$ cat src/design/hsrm_pkg.sv
package hsrm_pkg;

  // Key geometry
  localparam int unsigned KEY_DIGITS     = 35;
  localparam int unsigned KEY_DIGITS_MAX = 35;
  localparam int unsigned KEY_BITS       = 4 * KEY_DIGITS_MAX;
  localparam int unsigned KEY_POS_W      = 6;
  localparam int unsigned COUNT_W        = 31;

  localparam logic [KEY_POS_W-1:0] KEY_POS_MAX = '1;
  localparam logic [COUNT_W-1:0]   COUNT_MAX   = '1;

  // Configuration register indexes
  localparam int unsigned            CFG_IDX_W     = 2;
  localparam logic [CFG_IDX_W-1:0]   CFG_KEY_UPPER  = 2'd0;
  localparam logic [CFG_IDX_W-1:0]   CFG_KEY_MIDDLE = 2'd1;
  localparam logic [CFG_IDX_W-1:0]   CFG_KEY_LOWER  = 2'd2;
  localparam int unsigned            CFG_DATA_W     = 64;
  localparam int unsigned            KEY_LOWER_W    = 12;

  // Character codes
  localparam logic [7:0] CH_NUL   = 8'h00;
  localparam logic [7:0] CH_TAB   = 8'h09;
  localparam logic [7:0] CH_LF    = 8'h0A;
  localparam logic [7:0] CH_VT    = 8'h0B;
  localparam logic [7:0] CH_FF    = 8'h0C;
  localparam logic [7:0] CH_CR    = 8'h0D;
  localparam logic [7:0] CH_SPACE = 8'h20;
  localparam logic [7:0] CH_PLUS  = 8'h2B;
  localparam logic [7:0] CH_MINUS = 8'h2D;
  localparam logic [7:0] CH_ZERO  = 8'h30;
  localparam logic [7:0] CH_NINE  = 8'h39;
  localparam logic [7:0] CH_COLON = 8'h3A;

  typedef struct packed {
    logic [7:0] data_byte;
    logic       last;
  } item_t;

  typedef struct packed {
    logic               closing;
    logic [COUNT_W-1:0] count;
  } result_t;

endpackage

$ cat src/design/hsrm_key_match.sv
module hsrm_key_match #(
  parameter int unsigned KeyDigits = hsrm_pkg::KEY_DIGITS
) (
  input  logic [7:0]                     data_byte_i,
  input  logic [hsrm_pkg::KEY_POS_W-1:0] key_pos_i,
  input  logic [hsrm_pkg::KEY_BITS-1:0]  key_i,
  output logic                           mismatch_o
);

  logic [3:0] key_nib [hsrm_pkg::KEY_DIGITS_MAX];
  logic [3:0] sel_nib;
  logic [3:0] hex_val;
  logic       hex_ok;
  logic       pos_out;

  for (genvar g = 0; g < hsrm_pkg::KEY_DIGITS_MAX; g++) begin : g_nib
    assign key_nib[g] = key_i[hsrm_pkg::KEY_BITS-1-4*g -: 4];
  end

  // Case-insensitive hex decode
  always_comb begin
    hex_ok  = 1'b1;
    hex_val = 4'd0;
    if (data_byte_i >= 8'h30 && data_byte_i <= 8'h39) begin
      hex_val = data_byte_i[3:0];
    end else if ((data_byte_i >= 8'h41 && data_byte_i <= 8'h46) ||
                 (data_byte_i >= 8'h61 && data_byte_i <= 8'h66)) begin
      hex_val = data_byte_i[3:0] + 4'd9;
    end else begin
      hex_ok = 1'b0;
    end
  end

  assign pos_out = key_pos_i >= hsrm_pkg::KEY_POS_W'(KeyDigits);
  assign sel_nib = (key_pos_i < hsrm_pkg::KEY_POS_W'(hsrm_pkg::KEY_DIGITS_MAX)) ?
                   key_nib[key_pos_i] : 4'd0;

  assign mismatch_o = pos_out || !hex_ok || (hex_val != sel_nib);

endmodule

$ cat src/design/hsrm_scan.sv
module hsrm_scan #(
  parameter int unsigned KeyDigits = hsrm_pkg::KEY_DIGITS
) (
  input  logic                          clk_i,
  input  logic                          rst_ni,
  input  logic                          take_i,
  input  hsrm_pkg::item_t               item_i,
  input  logic [hsrm_pkg::KEY_BITS-1:0] key_i,
  output hsrm_pkg::result_t             res_o
);

  typedef enum logic [2:0] {
    PH_KEY,
    PH_SPACE,
    PH_SIGNED,
    PH_DIGITS,
    PH_DONE,
    PH_SKIP
  } phase_e;

  phase_e                          phase_q, phase_d;
  logic [hsrm_pkg::KEY_POS_W-1:0]  pos_q, pos_d;
  logic                            mism_q, mism_d;
  logic                            neg_q, neg_d;
  logic                            dig_q, dig_d;
  logic [hsrm_pkg::COUNT_W-1:0]    acc_q, acc_d;
  logic                            ovf_q, ovf_d;

  logic [7:0]                      c;
  logic                            closing;
  logic                            is_digit;
  logic                            is_blank;
  logic                            nib_mism;
  logic [hsrm_pkg::COUNT_W+3:0]    acc_ext;
  logic [hsrm_pkg::COUNT_W+3:0]    acc_new;
  logic                            matched;

  assign c        = item_i.data_byte;
  assign closing  = item_i.last || (c == hsrm_pkg::CH_NUL);
  assign is_digit = (c >= hsrm_pkg::CH_ZERO) && (c <= hsrm_pkg::CH_NINE);
  assign is_blank = (c == hsrm_pkg::CH_SPACE) || (c == hsrm_pkg::CH_TAB) ||
                    (c == hsrm_pkg::CH_VT) || (c == hsrm_pkg::CH_FF);

  hsrm_key_match #(
    .KeyDigits(KeyDigits)
  ) u_key_match (
    .data_byte_i(c),
    .key_pos_i  (pos_q),
    .key_i      (key_i),
    .mismatch_o (nib_mism)
  );

  // acc * 10 + digit, wide enough to see the overflow
  assign acc_ext = {4'b0, acc_q};
  assign acc_new = (acc_ext << 3) + (acc_ext << 1) +
                   {{(hsrm_pkg::COUNT_W){1'b0}}, c[3:0]};

  always_comb begin
    phase_d = phase_q;
    pos_d   = pos_q;
    mism_d  = mism_q;
    neg_d   = neg_q;
    dig_d   = dig_q;
    acc_d   = acc_q;
    ovf_d   = ovf_q;
    matched = 1'b0;
    res_o.closing = closing;
    res_o.count   = '0;

    if (c != hsrm_pkg::CH_NUL) begin
      unique case (phase_q)
        PH_KEY: begin
          if (c == hsrm_pkg::CH_LF) begin
            pos_d  = '0;
            mism_d = 1'b0;
          end else if (c == hsrm_pkg::CH_CR) begin
            phase_d = PH_SKIP;
          end else if (c == hsrm_pkg::CH_COLON) begin
            if (!mism_q && pos_q == hsrm_pkg::KEY_POS_W'(KeyDigits)) begin
              phase_d = PH_SPACE;
            end else begin
              phase_d = PH_SKIP;
            end
          end else begin
            if (nib_mism) begin
              mism_d = 1'b1;
            end
            if (pos_q != hsrm_pkg::KEY_POS_MAX) begin
              pos_d = pos_q + 1'b1;
            end
          end
        end
        PH_SPACE, PH_SIGNED, PH_DIGITS: begin
          if (phase_q == PH_SPACE && is_blank) begin
            phase_d = PH_SPACE;
          end else if (phase_q == PH_SPACE && c == hsrm_pkg::CH_PLUS) begin
            phase_d = PH_SIGNED;
          end else if (phase_q == PH_SPACE && c == hsrm_pkg::CH_MINUS) begin
            neg_d   = 1'b1;
            phase_d = PH_SIGNED;
          end else if (is_digit) begin
            dig_d   = 1'b1;
            phase_d = PH_DIGITS;
            if (!ovf_q) begin
              if (acc_new > (hsrm_pkg::COUNT_W+4)'(hsrm_pkg::COUNT_MAX)) begin
                ovf_d = 1'b1;
                acc_d = hsrm_pkg::COUNT_MAX;
              end else begin
                acc_d = acc_new[hsrm_pkg::COUNT_W-1:0];
              end
            end
          end else begin
            phase_d = PH_DONE;
          end
        end
        PH_SKIP: begin
          if (c == hsrm_pkg::CH_LF) begin
            phase_d = PH_KEY;
            pos_d   = '0;
            mism_d  = 1'b0;
          end
        end
        default: ;
      endcase
    end

    if (closing) begin
      matched = (phase_d == PH_SPACE) || (phase_d == PH_SIGNED) ||
                (phase_d == PH_DIGITS) || (phase_d == PH_DONE);
      if (matched && dig_d && !neg_d && !ovf_d) begin
        res_o.count = acc_d;
      end
      // fresh response from the next word on
      phase_d = PH_KEY;
      pos_d   = '0;
      mism_d  = 1'b0;
      neg_d   = 1'b0;
      dig_d   = 1'b0;
      acc_d   = '0;
      ovf_d   = 1'b0;
    end
  end

  always_ff @(posedge clk_i or negedge rst_ni) begin
    if (!rst_ni) begin
      phase_q <= PH_KEY;
      pos_q   <= '0;
      mism_q  <= 1'b0;
      neg_q   <= 1'b0;
      dig_q   <= 1'b0;
      acc_q   <= '0;
      ovf_q   <= 1'b0;
    end else if (take_i) begin
      phase_q <= phase_d;
      pos_q   <= pos_d;
      mism_q  <= mism_d;
      neg_q   <= neg_d;
      dig_q   <= dig_d;
      acc_q   <= acc_d;
      ovf_q   <= ovf_d;
    end
  end

endmodule

$ cat src/design/hash_suffix_record_matcher_core.sv
// Each accepted byte is registered in item_q and scanned from there; a result word is then
// registered in the output register and shown on out_valid_o until it is taken.
// Throughput: one byte per cycle; the output register lets the input run while a result
// waits, and only a closing byte stalls behind an untaken result.
// Reset: rst_ni clears scan state, key registers and both valid flags asynchronously.
module hash_suffix_record_matcher_core #(
  parameter int unsigned KeyDigits = hsrm_pkg::KEY_DIGITS
) (
  input  logic                             clk_i,
  input  logic                             rst_ni,
  input  logic                             cfg_we_i,
  input  logic [hsrm_pkg::CFG_IDX_W-1:0]   cfg_idx_i,
  input  logic [hsrm_pkg::CFG_DATA_W-1:0]  cfg_data_i,
  input  logic                             in_valid_i,
  output logic                             in_stall_o,
  input  logic [7:0]                       data_byte_i,
  input  logic                             last_i,
  output logic                             out_valid_o,
  input  logic                             out_stall_i,
  output logic [hsrm_pkg::COUNT_W-1:0]     breach_count_o
);

  logic [hsrm_pkg::CFG_DATA_W-1:0]  key_upper_q;
  logic [hsrm_pkg::CFG_DATA_W-1:0]  key_middle_q;
  logic [hsrm_pkg::KEY_LOWER_W-1:0] key_lower_q;

  logic                             in_vld_q;
  hsrm_pkg::item_t                  item_q;
  logic                             out_vld_q;
  logic [hsrm_pkg::COUNT_W-1:0]     count_q;

  hsrm_pkg::result_t                res;
  logic                             take;
  logic                             load;

  // A closing byte needs the output register free (or draining this cycle)
  assign take = in_vld_q && (!res.closing || !out_vld_q || !out_stall_i);
  assign load = !in_vld_q || take;

  assign in_stall_o     = !load;
  assign out_valid_o    = out_vld_q;
  assign breach_count_o = count_q;

  always_ff @(posedge clk_i or negedge rst_ni) begin
    if (!rst_ni) begin
      key_upper_q  <= '0;
      key_middle_q <= '0;
      key_lower_q  <= '0;
    end else if (cfg_we_i) begin
      unique case (cfg_idx_i)
        hsrm_pkg::CFG_KEY_UPPER:  key_upper_q  <= cfg_data_i;
        hsrm_pkg::CFG_KEY_MIDDLE: key_middle_q <= cfg_data_i;
        hsrm_pkg::CFG_KEY_LOWER:  key_lower_q  <= cfg_data_i[hsrm_pkg::KEY_LOWER_W-1:0];
        default: ;
      endcase
    end
  end

  always_ff @(posedge clk_i or negedge rst_ni) begin
    if (!rst_ni) begin
      in_vld_q <= 1'b0;
    end else if (load) begin
      in_vld_q <= in_valid_i;
    end
  end

  always_ff @(posedge clk_i) begin
    if (load && in_valid_i) begin
      item_q.data_byte <= data_byte_i;
      item_q.last      <= last_i;
    end
  end

  hsrm_scan #(
    .KeyDigits(KeyDigits)
  ) u_scan (
    .clk_i (clk_i),
    .rst_ni(rst_ni),
    .take_i(take),
    .item_i(item_q),
    .key_i ({key_upper_q, key_middle_q, key_lower_q}),
    .res_o (res)
  );

  always_ff @(posedge clk_i or negedge rst_ni) begin
    if (!rst_ni) begin
      out_vld_q <= 1'b0;
    end else if (take && res.closing) begin
      out_vld_q <= 1'b1;
    end else if (!out_stall_i) begin
      out_vld_q <= 1'b0;
    end
  end

  always_ff @(posedge clk_i) begin
    if (take && res.closing) begin
      count_q <= res.count;
    end
  end

endmodule

$ cat config.mk
export PLATFORM = sky130hd
export DESIGN_NAME = hash_suffix_record_matcher_core
export DESIGN_NICKNAME = d
export VERILOG_FILES = /design/src/design/hsrm_pkg.sv /design/src/design/hsrm_key_match.sv /design/src/design/hsrm_scan.sv /design/src/design/hash_suffix_record_matcher_core.sv
export SDC_FILE = /design/constraint.sdc
export NUM_CORES = 1
export LEC_CHECK = 0
export ABC_AREA = 0
export BUFFER_PORTS_ARGS = -buffer_cell sky130_fd_sc_hd__buf_2
export CORE_MARGIN = 8
export CORE_UTILIZATION = 55
export CTS_CLUSTER_DIAMETER = 30
export DETAILED_ROUTE_END_ITERATION = 10
export PLACE_DENSITY = 0.78
export SYNTH_ARGS = -nofsm -noshare
export SYNTH_HDL_FRONTEND = slang
export SYNTH_HIERARCHICAL = 1
export SYNTH_SLANG_ARGS = --single-unit
$ cat constraint.sdc
create_clock -name clk_i -period 4.8 [get_ports clk_i]
set_input_delay 0.96 -clock clk_i [delete_from_list [all_inputs] [get_ports clk_i]]
set_output_delay 0.96 -clock clk_i [all_outputs]
set_load 0.02 [all_outputs]
## Word-level counts from Yosys, hierarchy flattened

Index checks and enable logic that the tools add are counted.

| operators by class | value |
|---|---|
| magnitude comparators | 10 |
| add/sub/neg operators | 4 |
| reduce and logical (&&, ||, !) cells | 48 |
| bitwise logic cells | 1 |
| muxes and demuxes | 69 |
| eq/ne operators | 28 |

Operators by type and width:

| kind | number |
|---|---|
| 31-bit 2-to-1 mux | 9 |
| 6-bit 2-to-1 mux | 7 |
| 8-bit by 4-bit equality test with 1-bit output, second input constant | 5 |
| 34-bit by 32-bit adder with 35-bit output | 1 |
| 35-bit by 4-bit adder with 35-bit output | 1 |
| 35-bit by 31-bit > comparator with 1-bit output, second input constant | 1 |
| 1-bit 2-to-1 mux | 33 |
| 3-bit 2-to-1 mux | 11 |
| 8-bit by 6-bit equality test with 1-bit output, second input constant | 4 |
| 4-bit binary-select mux with 6-bit select | 1 |
| 4-bit 2-to-1 mux | 5 |
| 8-bit by 7-bit >= comparator with 1-bit output, second input constant | 2 |
| 8-bit by 7-bit <= comparator with 1-bit output, second input constant | 2 |
| 7-bit AND reduction | 2 |
| 1-bit logical AND | 13 |
| 1-bit logical OR | 13 |
| 3-bit by 2-bit equality test with 1-bit output, second input constant | 4 |
| 6-bit one-hot mux with 2 select lines | 1 |
| 1-bit logical NOT | 9 |
| 3-bit one-hot mux with 3 select lines | 1 |
| 8-bit by 6-bit >= comparator with 1-bit output, second input constant | 1 |
| 8-bit by 6-bit <= comparator with 1-bit output, second input constant | 1 |
| 8-bit logical NOT | 1 |
| 4-bit by 1-bit inequality test with 1-bit output, second input constant | 2 |
| other kinds (24) | 30 |

| storage, ports and cells | value |
|---|---|
| bits of input ports | 80 |
| logic and storage cells | 175 |
| bits in registers | 226 |

## Depth between registers and ports, before layout

Gate-level depths: netlist of the first run.

| depth | value |
|---|---|
| word-level depth | 16 |
| gate-level depth with buffers | 15 |
| depth with buffers taken out | 13 |

## Modules after synthesis

Netlist of the first run, hierarchy kept.

By module, submodules not included:

| module | area an instance (um^2) | cells each | times used |
|---|---|---|---|
| hash_suffix_record_matcher_core | 6919.1 | 350 | 1 |
| hsrm_scan | 5447.7 | 638 | 1 |
| hsrm_key_match | 1655.3 | 171 | 1 |

## Least setup slack after synthesis of the first run

No wires, ideal clock.

| timing path | value |
|---|---|
| path type | register to register |
| from | register item_q[4] (netlist bit) |
| to | register count_q, in the netlist breach_count_o[20] (data pin) |
| cell stages (with the launch flop) | 16 |
| path buffers | 2 |
| required time | 4.540 ns |
| path slack | 1.098 ns |
| clock period less this slack | 3.702 ns |
| arrival time | 3.442 ns |
| path through | edfxtp_1 > inv_1 > fa_1 > inv_1 > ha_1 > a211oi_1 > o21ai_0 > and3_1 > o31ai_1 > a2bb2oi_1 > a2111o_1 > or3b_1 > buf_6 > buf_12 > nor2_8 > a211oi_2 |

| on the way | value |
|---|---|
| word-level cells in the longest chain between the ends | 16 |
| elaborated cells between the ends (all ways) | 73 |
| classes of those cells | 1 x add/sub; 3 x order compare; 13 x eq/ne; 37 x mux; 19 x reduce/logical |

Ends and longest elaborated chain:

| what | line | text |
|---|---|---|
| start, declared | hash_suffix_record_matcher_core.sv:28 | `hsrm_pkg::item_t item_q;` |
| branches (longest 16 deep; another with 35-bit by 4-bit adder with 35-bit output) | - |  |
| end signal, assigned | hash_suffix_record_matcher_core.sv:97 | `count_q <= res.count;` |
| end, declared | hash_suffix_record_matcher_core.sv:30 | `logic [hsrm_pkg::COUNT_W-1:0] count_q;` |

Parallel ways; which one is timed is not known.
A chain may end at the register's enable or synchronous reset.

## Worst setup path after layout of the first run

| timing path | value |
|---|---|
| from | register u_scan/acc_q[0] (netlist bit) |
| to | register count_q, in the netlist breach_count_o[8] (data pin) |

| on the way | value |
|---|---|
| word-level cells in the longest chain between the ends | 14 |
| elaborated cells between the ends (all ways) | 22 |
| classes of those cells | 2 x add/sub; 1 x order compare; 16 x mux; 3 x reduce/logical |

Ends and longest elaborated chain:

| what | line | text |
|---|---|---|
| start, declared | hsrm_scan.sv:26 | `logic [hsrm_pkg::COUNT_W-1:0] acc_q, acc_d;` |
| start signal, assigned | hsrm_scan.sv:151 | `acc_q <= '0;` |
| start signal, assigned | hsrm_scan.sv:159 | `acc_q <= acc_d;` |
| 34-bit by 32-bit adder with 35-bit output * | hsrm_scan.sv:55 | `assign acc_new = (acc_ext << 3) + (acc_ext << 1) +` |
| 35-bit by 4-bit adder with 35-bit output * | hsrm_scan.sv:55 |  |
| 35-bit by 31-bit > comparator with 1-bit output | hsrm_scan.sv:105 | `if (acc_new > (hsrm_pkg::COUNT_W+4)'(hsrm_pkg::COUNT_MAX)) begin` |
| 1-bit 2-to-1 mux | hsrm_scan.sv:105 |  |
| 1-bit 2-to-1 mux | hsrm_scan.sv:104 | `if (!ovf_q) begin` |
| 1-bit 2-to-1 mux | hsrm_scan.sv:101 | `end else if (is_digit) begin` |
| 1-bit 2-to-1 mux | hsrm_scan.sv:98 | `end else if (phase_q == PH_SPACE && c == hsrm_pkg::CH_MINUS) begin` |
| 1-bit 2-to-1 mux | hsrm_scan.sv:96 | `end else if (phase_q == PH_SPACE && c == hsrm_pkg::CH_PLUS) begin` |
| 1-bit 2-to-1 mux | hsrm_scan.sv:94 | `if (phase_q == PH_SPACE && is_blank) begin` |
| 1-bit 2-to-1 mux | hsrm_scan.sv:71 | `unique case (phase_q)` |
| 1-bit 2-to-1 mux | hsrm_scan.sv:70 | `if (c != hsrm_pkg::CH_NUL) begin` |
| 1-bit logical NOT | hsrm_scan.sv:130 | `if (matched && dig_d && !neg_d && !ovf_d) begin` |
| 1-bit logical AND | hsrm_scan.sv:130 |  |
| 2-bit AND reduction (no line) | - |  |

Every way passes the cells marked *; elsewhere a longest branch is shown, timed or not.

==> key figures, run 1 <==
Run status
  – Status: completed

Floorplan
  – Die area: 30,900 um2
  – Cell Rows: 58
  – Top-level I/O count: 113
  – Die Height: 176 um
  – Die Wd: 176 um
  – Starting Density: 55.8%
  – Core Region: 25,100 um2

Drt
  – 1st-iter DRT viols: 706
  – Remaining DRCs: 0
  – Wire per inst: 20.3 um
  – Final ANT Viol Nets: 0
  – Routed via count: 9,900
  – TritonRoute pass-1 iters: 7
  – Vias per Instance: 6.00
  – WL final: 33.5 mm

Timing
  – Worst Tran Pin Value: 1130 ps
  – Slew headroom: 24.6%
  – Fmax: 0.229 GHz
  – Final hold slack: 485 ps
  – Clock skew: 22.3 ps
  – Final hold violation count: 0
  – Final setup TNS: 0 ps
  – Unrepaired setup endpoints after global routing: no
  – Period utilization: about nine tenths
  – Fin crit period: around 4400 ps
  – Setup violators final: 0
  – Pins Over Slew Limit: 0

Setup path
  – Critical Path End: breach_count_o[8]
  – Crit end category: flip-flop
  – Critical path class: reg2reg
  – Critical path required time: 5050 ps
  – R2R depth: 14
  – R2R Setup Slk: 430 ps
  – CP startpoint: u_scan/acc_q[0]
  – Reg-to-Reg End: breach_count_o[8]
  – Critical R2R Launch: u_scan/acc_q[0]
  – WP data arrival: 4620 ps
  – CP startpoint kind: flip-flop
  – CP Max Fanout: 18

Global route
  – Met2 GRT Util: 37.2%
  – Largest net degree at the start of global routing: about 100
  – GR Util met3: under 10%
  – Vias in the first global route: 10,374
  – Grt met1 use: 25.9%
  – Total GRT Usage: around 21%
  – First-pass GRT wire length: 54.2 mm
  – Initial antenna violation count: 4
  – Total grt overflow: 0
  – Gr busiest metal: met2

Logic synthesis
  – Net count after synthesis: 1,306
  – EDFF count, synth: 40
  – Most common flop cell mapped by yosys: dfrtp_1
  – Asr flop ratio synth: 82.3%
  – Synthesis warning total: 6
  – Sequential fraction of the synthesis area: 41.8%
  – Synthesized area: between 10,000 and 15,000 um2
  – Post-synthesis cell count: 1,159
  – Seq cells post-synth: 226
  – Post-Syn Area per Cell: 12.1 um2
  – Cell variety after synth: between 90 and 100

Layout
  – Fraction of layout cells with a size suffix above 1: 36.1%
  – Area Growth Syn to Fin: 16.1%
  – Final std cells w/o fill: around 1,600
  – Commonest non-fill, non-tap cell in the layout: dfrtp_1
  – Most frequent cells in the layout: dfrtp_1 (185), buf_2 (111), nand2_1 (92)
  – Final net count: 1,422
  – Design Area, Final: 16,300 um2

Pwr
  – Pwr/cell area: 450 nW/um2
  – Pleak: ~7.1 nW
  – Final Power: 0.00733 W
  – VDD IR-drop max: around 0.43 mV

Clock network
  – Total CTS buffers: 49
  – CTS resizes: 0
  – Clock-pin slew on the worst setup and hold paths: 50 ps
  – Hold Buf Count CTS: 0
  – CTS tree: built
  – Clock Path Buffers: 3
  – # clock sinks: between 200 and 250
  – Later-pin clock latency in the skew report: 560 ps
  – H-tree depth: 2
  – Clk root buf: clkbuf_16
  – Postcts setup bufs: 0

Placement
  – Placer Congestion: 0.905
  – DP Area: around 14,000 um2
  – Post-DP HPWL: 22.3 mm
  – IO buf count: 112
  – Placed insts: 1,554

Job
  – Total of max-cap violations: 0

Min path
  – Hold crit path type: reg2reg
==> sequential cells by signal, indices dropped and copies added (netlist names) <==
name and flops:
breach_count_o 31, in_vld_q 1, item_q 9, key_lower_q 12, key_middle_q 64, key_upper_q 64, out_valid_o 1, u_scan/acc_q 31
u_scan/dig_q 1, u_scan/mism_q 1, u_scan/neg_q 1, u_scan/ovf_q 1, u_scan/phase_q 3, u_scan/pos_q 6
==> critical path: stages, from the launching register on <==
cell	delay, ps
dfrtp_1	400
inv_1	90
fa_1	560
inv_1	60
ha_1	300
a211oi_1	340
o21ai_0	220
and3_1	220
o31ai_1	270
a2bb2oi_1	150
a2111o_1	350
or3b_4	590
buf_12	280
nor2_4	140
a211oi_2	70
==> worst min path at each step <==
stage	from	to	slack, ps	cells past startpoint
2_1_floorplan	u_scan/mism_q	u_scan/mism_q	450	1
3_3_place_gp	u_scan/mism_q	u_scan/mism_q	470	1
3_5_place_dp	u_scan/mism_q	u_scan/mism_q	470	1
4_1_cts	u_scan/mism_q	u_scan/mism_q	490	1
5_1_grt	key_lower_q[4]	key_lower_q[4]	510	1
6_report	u_scan/mism_q	u_scan/mism_q	480	1
==> per-stage QoR <==
stage	utilization, %	setup WS [ps]
floorplan	-	1100
global placement	57.7	806
detailed placement	57.7	594
CTS	64.8	469
global route	64.8	225
finish	64.8	433
==> layer usage <==
layer	vias to the layer above	part of all wire, %
li1	4598	-
met1	4900	41
met2	309	50
met3	89	5.3
met4	4	3.1
met5	-	0.069
==> cell usage after synthesis, types with 5 or more instances <==
library cell / number / area, um2
clkbuf_1: 13 / 48.8
nor3_1: 15 / 75.1
nor2b_1: 10 / 62.6
o211ai_1: 11 / 82.6
nand4_1: 13 / 81.3
buf_12: 17 / 340
nor2_4: 28 / 315
mux2i_1: 20 / 200
nand2b_1: 8 / 50.1
a22oi_1: 11 / 82.6
buf_6: 10 / 113
a31oi_1: 10 / 62.6
o21bai_1: 5 / 37.5
o21ai_0: 39 / 195
buf_4: 7 / 52.6
clkbuf_8: 8 / 110
and3_1: 6 / 37.5
mux2_4: 66 / 991
o21ai_1: 29 / 145
a211oi_1: 11 / 82.6
o31ai_1: 9 / 67.6
nand3_1: 19 / 95.1
nor4_1: 9 / 56.3
mux2_2: 79 / 890
xor2_1: 9 / 78.8
nor2_1: 57 / 214
mux4_2: 18 / 405
and2_1: 5 / 31.3
xnor2_1: 18 / 158
a211oi_2: 31 / 388
mux4_1: 7 / 184
edfxtp_1: 40 / 1200
ha_1: 65 / 813
inv_1: 28 / 105
dfrtp_1: 186 / 4650
a21oi_1: 50 / 250
nand2_1: 92 / 345
==> where the power goes <==
group / internal, W / switching, W
Sequential: 0.00222 / 0.000206
Clock: 0.00237 / 0.00120
Combinational: 0.000700 / 0.000639
Total: 0.00529 / 0.00205
==> area by class of cell <==
class                      instances  area [um2]
inverter                          28         105
timing repair buffer             127         719
clock inverter                    35         474
sequential                       226        5860
multi-input combinational        843        7400
fill                            1873        8830
clock buffer                      57        1310
antenna                            3        7.51
tap                              330         413
==> kinds of logic after synthesis <==
logic type | count (synthesis) | synth area share (%)
xor gates and xnor gates | 27 | 1.69
and+or+nand+nor | 302 | 12.3
adders and majority gates | 67 | 6.09
buffers and inverters | 90 | 5.76
muxes | 190 | 19.0
AOI/OAI and AO/OA | 257 | 13.4
DFF | 226 | 41.8
Note: power is estimated with default switching activity, not from simulation.
==> run 2, diff against run 1 <==
- CTS_BUF_LIST: unset -> sky130_fd_sc_hd__clkbuf_16
==> run 2 against run 1 <==
Against the previous run: clock power shrank 3%; count of clock-buffer cells in the layout down 8; critical path depth stayed put; die area unchanged; largest cell class unchanged; highest routed layer unchanged; total power is 1.3% lower; cell count about the same; first-iteration DRC count shrank 13%.
==> key figures, run 2 (synthesized netlist as in run 1, its figures left out) <==
Layout
  – Fraction of layout cells with a size suffix above 1: 35.7% (was 36.1%)
  – Commonest non-fill, non-tap cell in the layout: dfrtp_1 (unchanged)
  – Area Growth Syn to Fin: 15.7% (was 16.1%)
  – Fillers: 1,888 (was 1,873)
  – Design Area, Final: 16,200 um2 (was 16,300 um2)
  – Utilization after layout: 64.6% (was 64.8%)
  – Top Registers: key_middle_q x64, key_upper_q x64 (unchanged)
  – Final std cells w/o fill: 1,648 (was 1,649)
  – Final net count: 1,422 (unchanged)
  – Most frequent cells in the layout: dfrtp_1 (185), buf_2 (111), nand2_1 (92) (unchanged)

Global route
  – Vias in the first global route: 10,422 (was 10,374)
  – Largest net degree at the start of global routing: 104 (unchanged)
  – Total grt overflow: 0 (unchanged)
  – Total GRT Usage: 21.4% (about the same)
  – Initial antenna violation count: 5 (was 4)
  – First-pass GRT wire length: 54.1 mm (was 54.2 mm)

Clock network
  – H-tree depth: 2 (unchanged)
  – Clock-pin slew on the worst setup and hold paths: 50 ps (about the same)
  – CTS resizes: 0 (unchanged)
  – Postcts setup bufs: 0 (unchanged)
  – Clock Path Buffers: 3 (unchanged)
  – Total CTS buffers: 49 (unchanged)
  – Hold Buf Count CTS: 0 (unchanged)
  – Clk root buf: clkbuf_16 (unchanged)
  – CTS tree: built (unchanged)
  – Later-pin clock latency in the skew report: 560 ps (about the same)
  – # clock sinks: 226 (unchanged)

Setup path
  – R2R Setup Slk: 420 ps (was 430 ps)
  – Critical path required time: 5050 ps (about the same)
  – Critical-path top delay cell: or3b_4 (unchanged)
  – CP Max Fanout: 18 (unchanged)
  – Levels on crit path: 14 (unchanged)
  – CP startpoint kind: flip-flop (unchanged)
  – CP Cell Sequence: inv_1, fa_1, inv_1, ha_1, a211oi_1, o21ai_0, and3_1, o31ai_1, a2bb2oi_1, a2111o_1, or3b_4, buf_12, nor2_4, a211oi_2 (unchanged)
  – WP data arrival: 4630 ps (was 4620 ps)
  – Crit end category: flip-flop (unchanged)
  – Worst Path Buf+Inv: 3 (unchanged)
  – Critical path class: reg2reg (unchanged)
  – Reg-to-Reg End: breach_count_o[8] (unchanged)
  – Critical R2R Launch: u_scan/acc_q[0] (unchanged)
  – Slowest cell delay on critical path: 590 ps (about the same)
  – Most frequent CP cell: inv_1 (unchanged)
  – R2R depth: 14 (unchanged)
  – Crit-path leading delay family: compound AO/OA/AOI/OAI gates (unchanged)

Floorplan
  – Starting Density: 55.8% (unchanged)
  – Die Height: 176 um (unchanged)
  – Die area: 30,900 um2 (unchanged)
  – Die Wd: 176 um (unchanged)
  – Cell Rows: 58 (unchanged)
  – Core Region: 25,100 um2 (unchanged)
  – Top-level I/O count: 113 (unchanged)

Placement
  – Post-DP HPWL: 22.3 mm (unchanged)
  – Setup WS pre-CTS: 594 ps (unchanged)
  – IO buf count: 112 (unchanged)
  – Placed insts: 1,554 (unchanged)
  – Placer Congestion: 0.905 (unchanged)
  – DP Area: 14,500 um2 (unchanged)

Pwr
  – Clock share of power: 48.0% (was 48.7%)
  – VDD IR-drop max: 0.423 mV (was 0.427 mV)
  – Switch share: 28.1% (was 27.9%)
  – Int Power: 0.00520 W (was 0.00529 W)
  – Flop pwr share: 33.5% (was 33.1%)
  – Power share of the combinational group: 18.5% (was 18.3%)
  – Pleak: 7.07 nW (was 7.09 nW)
  – Pwr/cell area: 446 nW/um2 (was 450 nW/um2)
  – Net switching power: 0.00204 W (was 0.00205 W)

Drt
  – 1st-iter DRT viols: 615 (was 706)
  – Vias per Instance: 6.02 (was 6.00)
  – TritonRoute pass-1 iters: 5 (was 7)
  – Remaining DRCs: 0 (unchanged)
  – Final ANT Viol Nets: 0 (unchanged)
  – Wire per inst: 20.1 um (was 20.3 um)
  – Routed via count: 9,925 (was 9,900)
  – WL final: 33.2 mm (was 33.5 mm)

Min path
  – Hold Path Depth: 1 (unchanged)
  – Hold Startpoint: u_scan/mism_q (unchanged)
  – Hold worst-path end: u_scan/mism_q (unchanged)
  – Hold crit path type: reg2reg (unchanged)

Timing
  – Pins Over Slew Limit: 0 (unchanged)
  – Period utilization: 91.2% (was 91.0%)
  – Unrepaired setup endpoints after global routing: no (unchanged)
  – Setup violators final: 0 (unchanged)
  – Final hold violation count: 0 (unchanged)
  – Slew headroom: 23.8% (was 24.6%)
  – Worst setup margin: 424 ps (was 433 ps)
  – Clock skew: 22.9 ps (was 22.3 ps)
  – Fmax: 0.229 GHz (about the same)
  – Final setup TNS: 0 ps (unchanged)
  – Worst Tran Pin Value: 1140 ps (was 1130 ps)
  – Fin crit period: 4380 ps (was 4370 ps)

Job
  – Total of max-cap violations: 0 (unchanged)

Run status
  – Status: completed (unchanged)
## run 2: area by class of cell
cell class                      count  area [um2]  share of cell area [%]
Antenna cell                        2        5.00                  0.0308
Clock buffer                       49        1230                    7.56
Clock inverter                     43         504                    3.11
Inverter                           28         105                   0.648
Multi-Input combinational cell    843        7400                    45.6
Sequential cell                   226        5860                    36.1
Tap cell                          330         413                    2.54
Timing Repair Buffer              127         719                    4.43
## run 2: power groups by stage
stage / Combinational, W / Sequential [W] / Clock [W]
floorplan: 0.00107 / 0.00237 / 0
global placement: 0.00128 / 0.00242 / 0
detailed placement: 0.00132 / 0.00244 / 0
CTS: 0.00134 / 0.00242 / 0.00353
global route: 0.00142 / 0.00246 / 0.00362
finish: 0.00134 / 0.00242 / 0.00348
## run 2: worst max-delay path by stage
| stage | startpoint | to | slack, ps |
|---|---|---|---|
| global route | u_scan/acc_q[0] | breach_count_o[8] | 220 |
| floorplan | item_q[4] | breach_count_o[20] | 1100 |
| detailed placement | u_scan/acc_q[0] | breach_count_o[13] | 590 |
| global placement | item_q[4] | breach_count_o[11] | 810 |
| finish | u_scan/acc_q[0] | breach_count_o[8] | 420 |
| CTS | u_scan/acc_q[0] | breach_count_o[10] | 470 |
## run 2: per-stage QoR
step / power [W] / hold slack, ps
after floorplan: 0.00344 / 453
after global placement: 0.00371 / 468
after detailed placement: 0.00376 / 472
after CTS: 0.00729 / 487
after global routing: 0.00750 / 513
final: 0.00724 / 483
## run 2: per-layer routing
metal / wire length (um) / track usage [%]
met5: 31 / 1.50
met3: 1850 / 4.44
met4: 1080 / 7.95
met1: 13500 / 25.6
met2: 16800 / 37.1
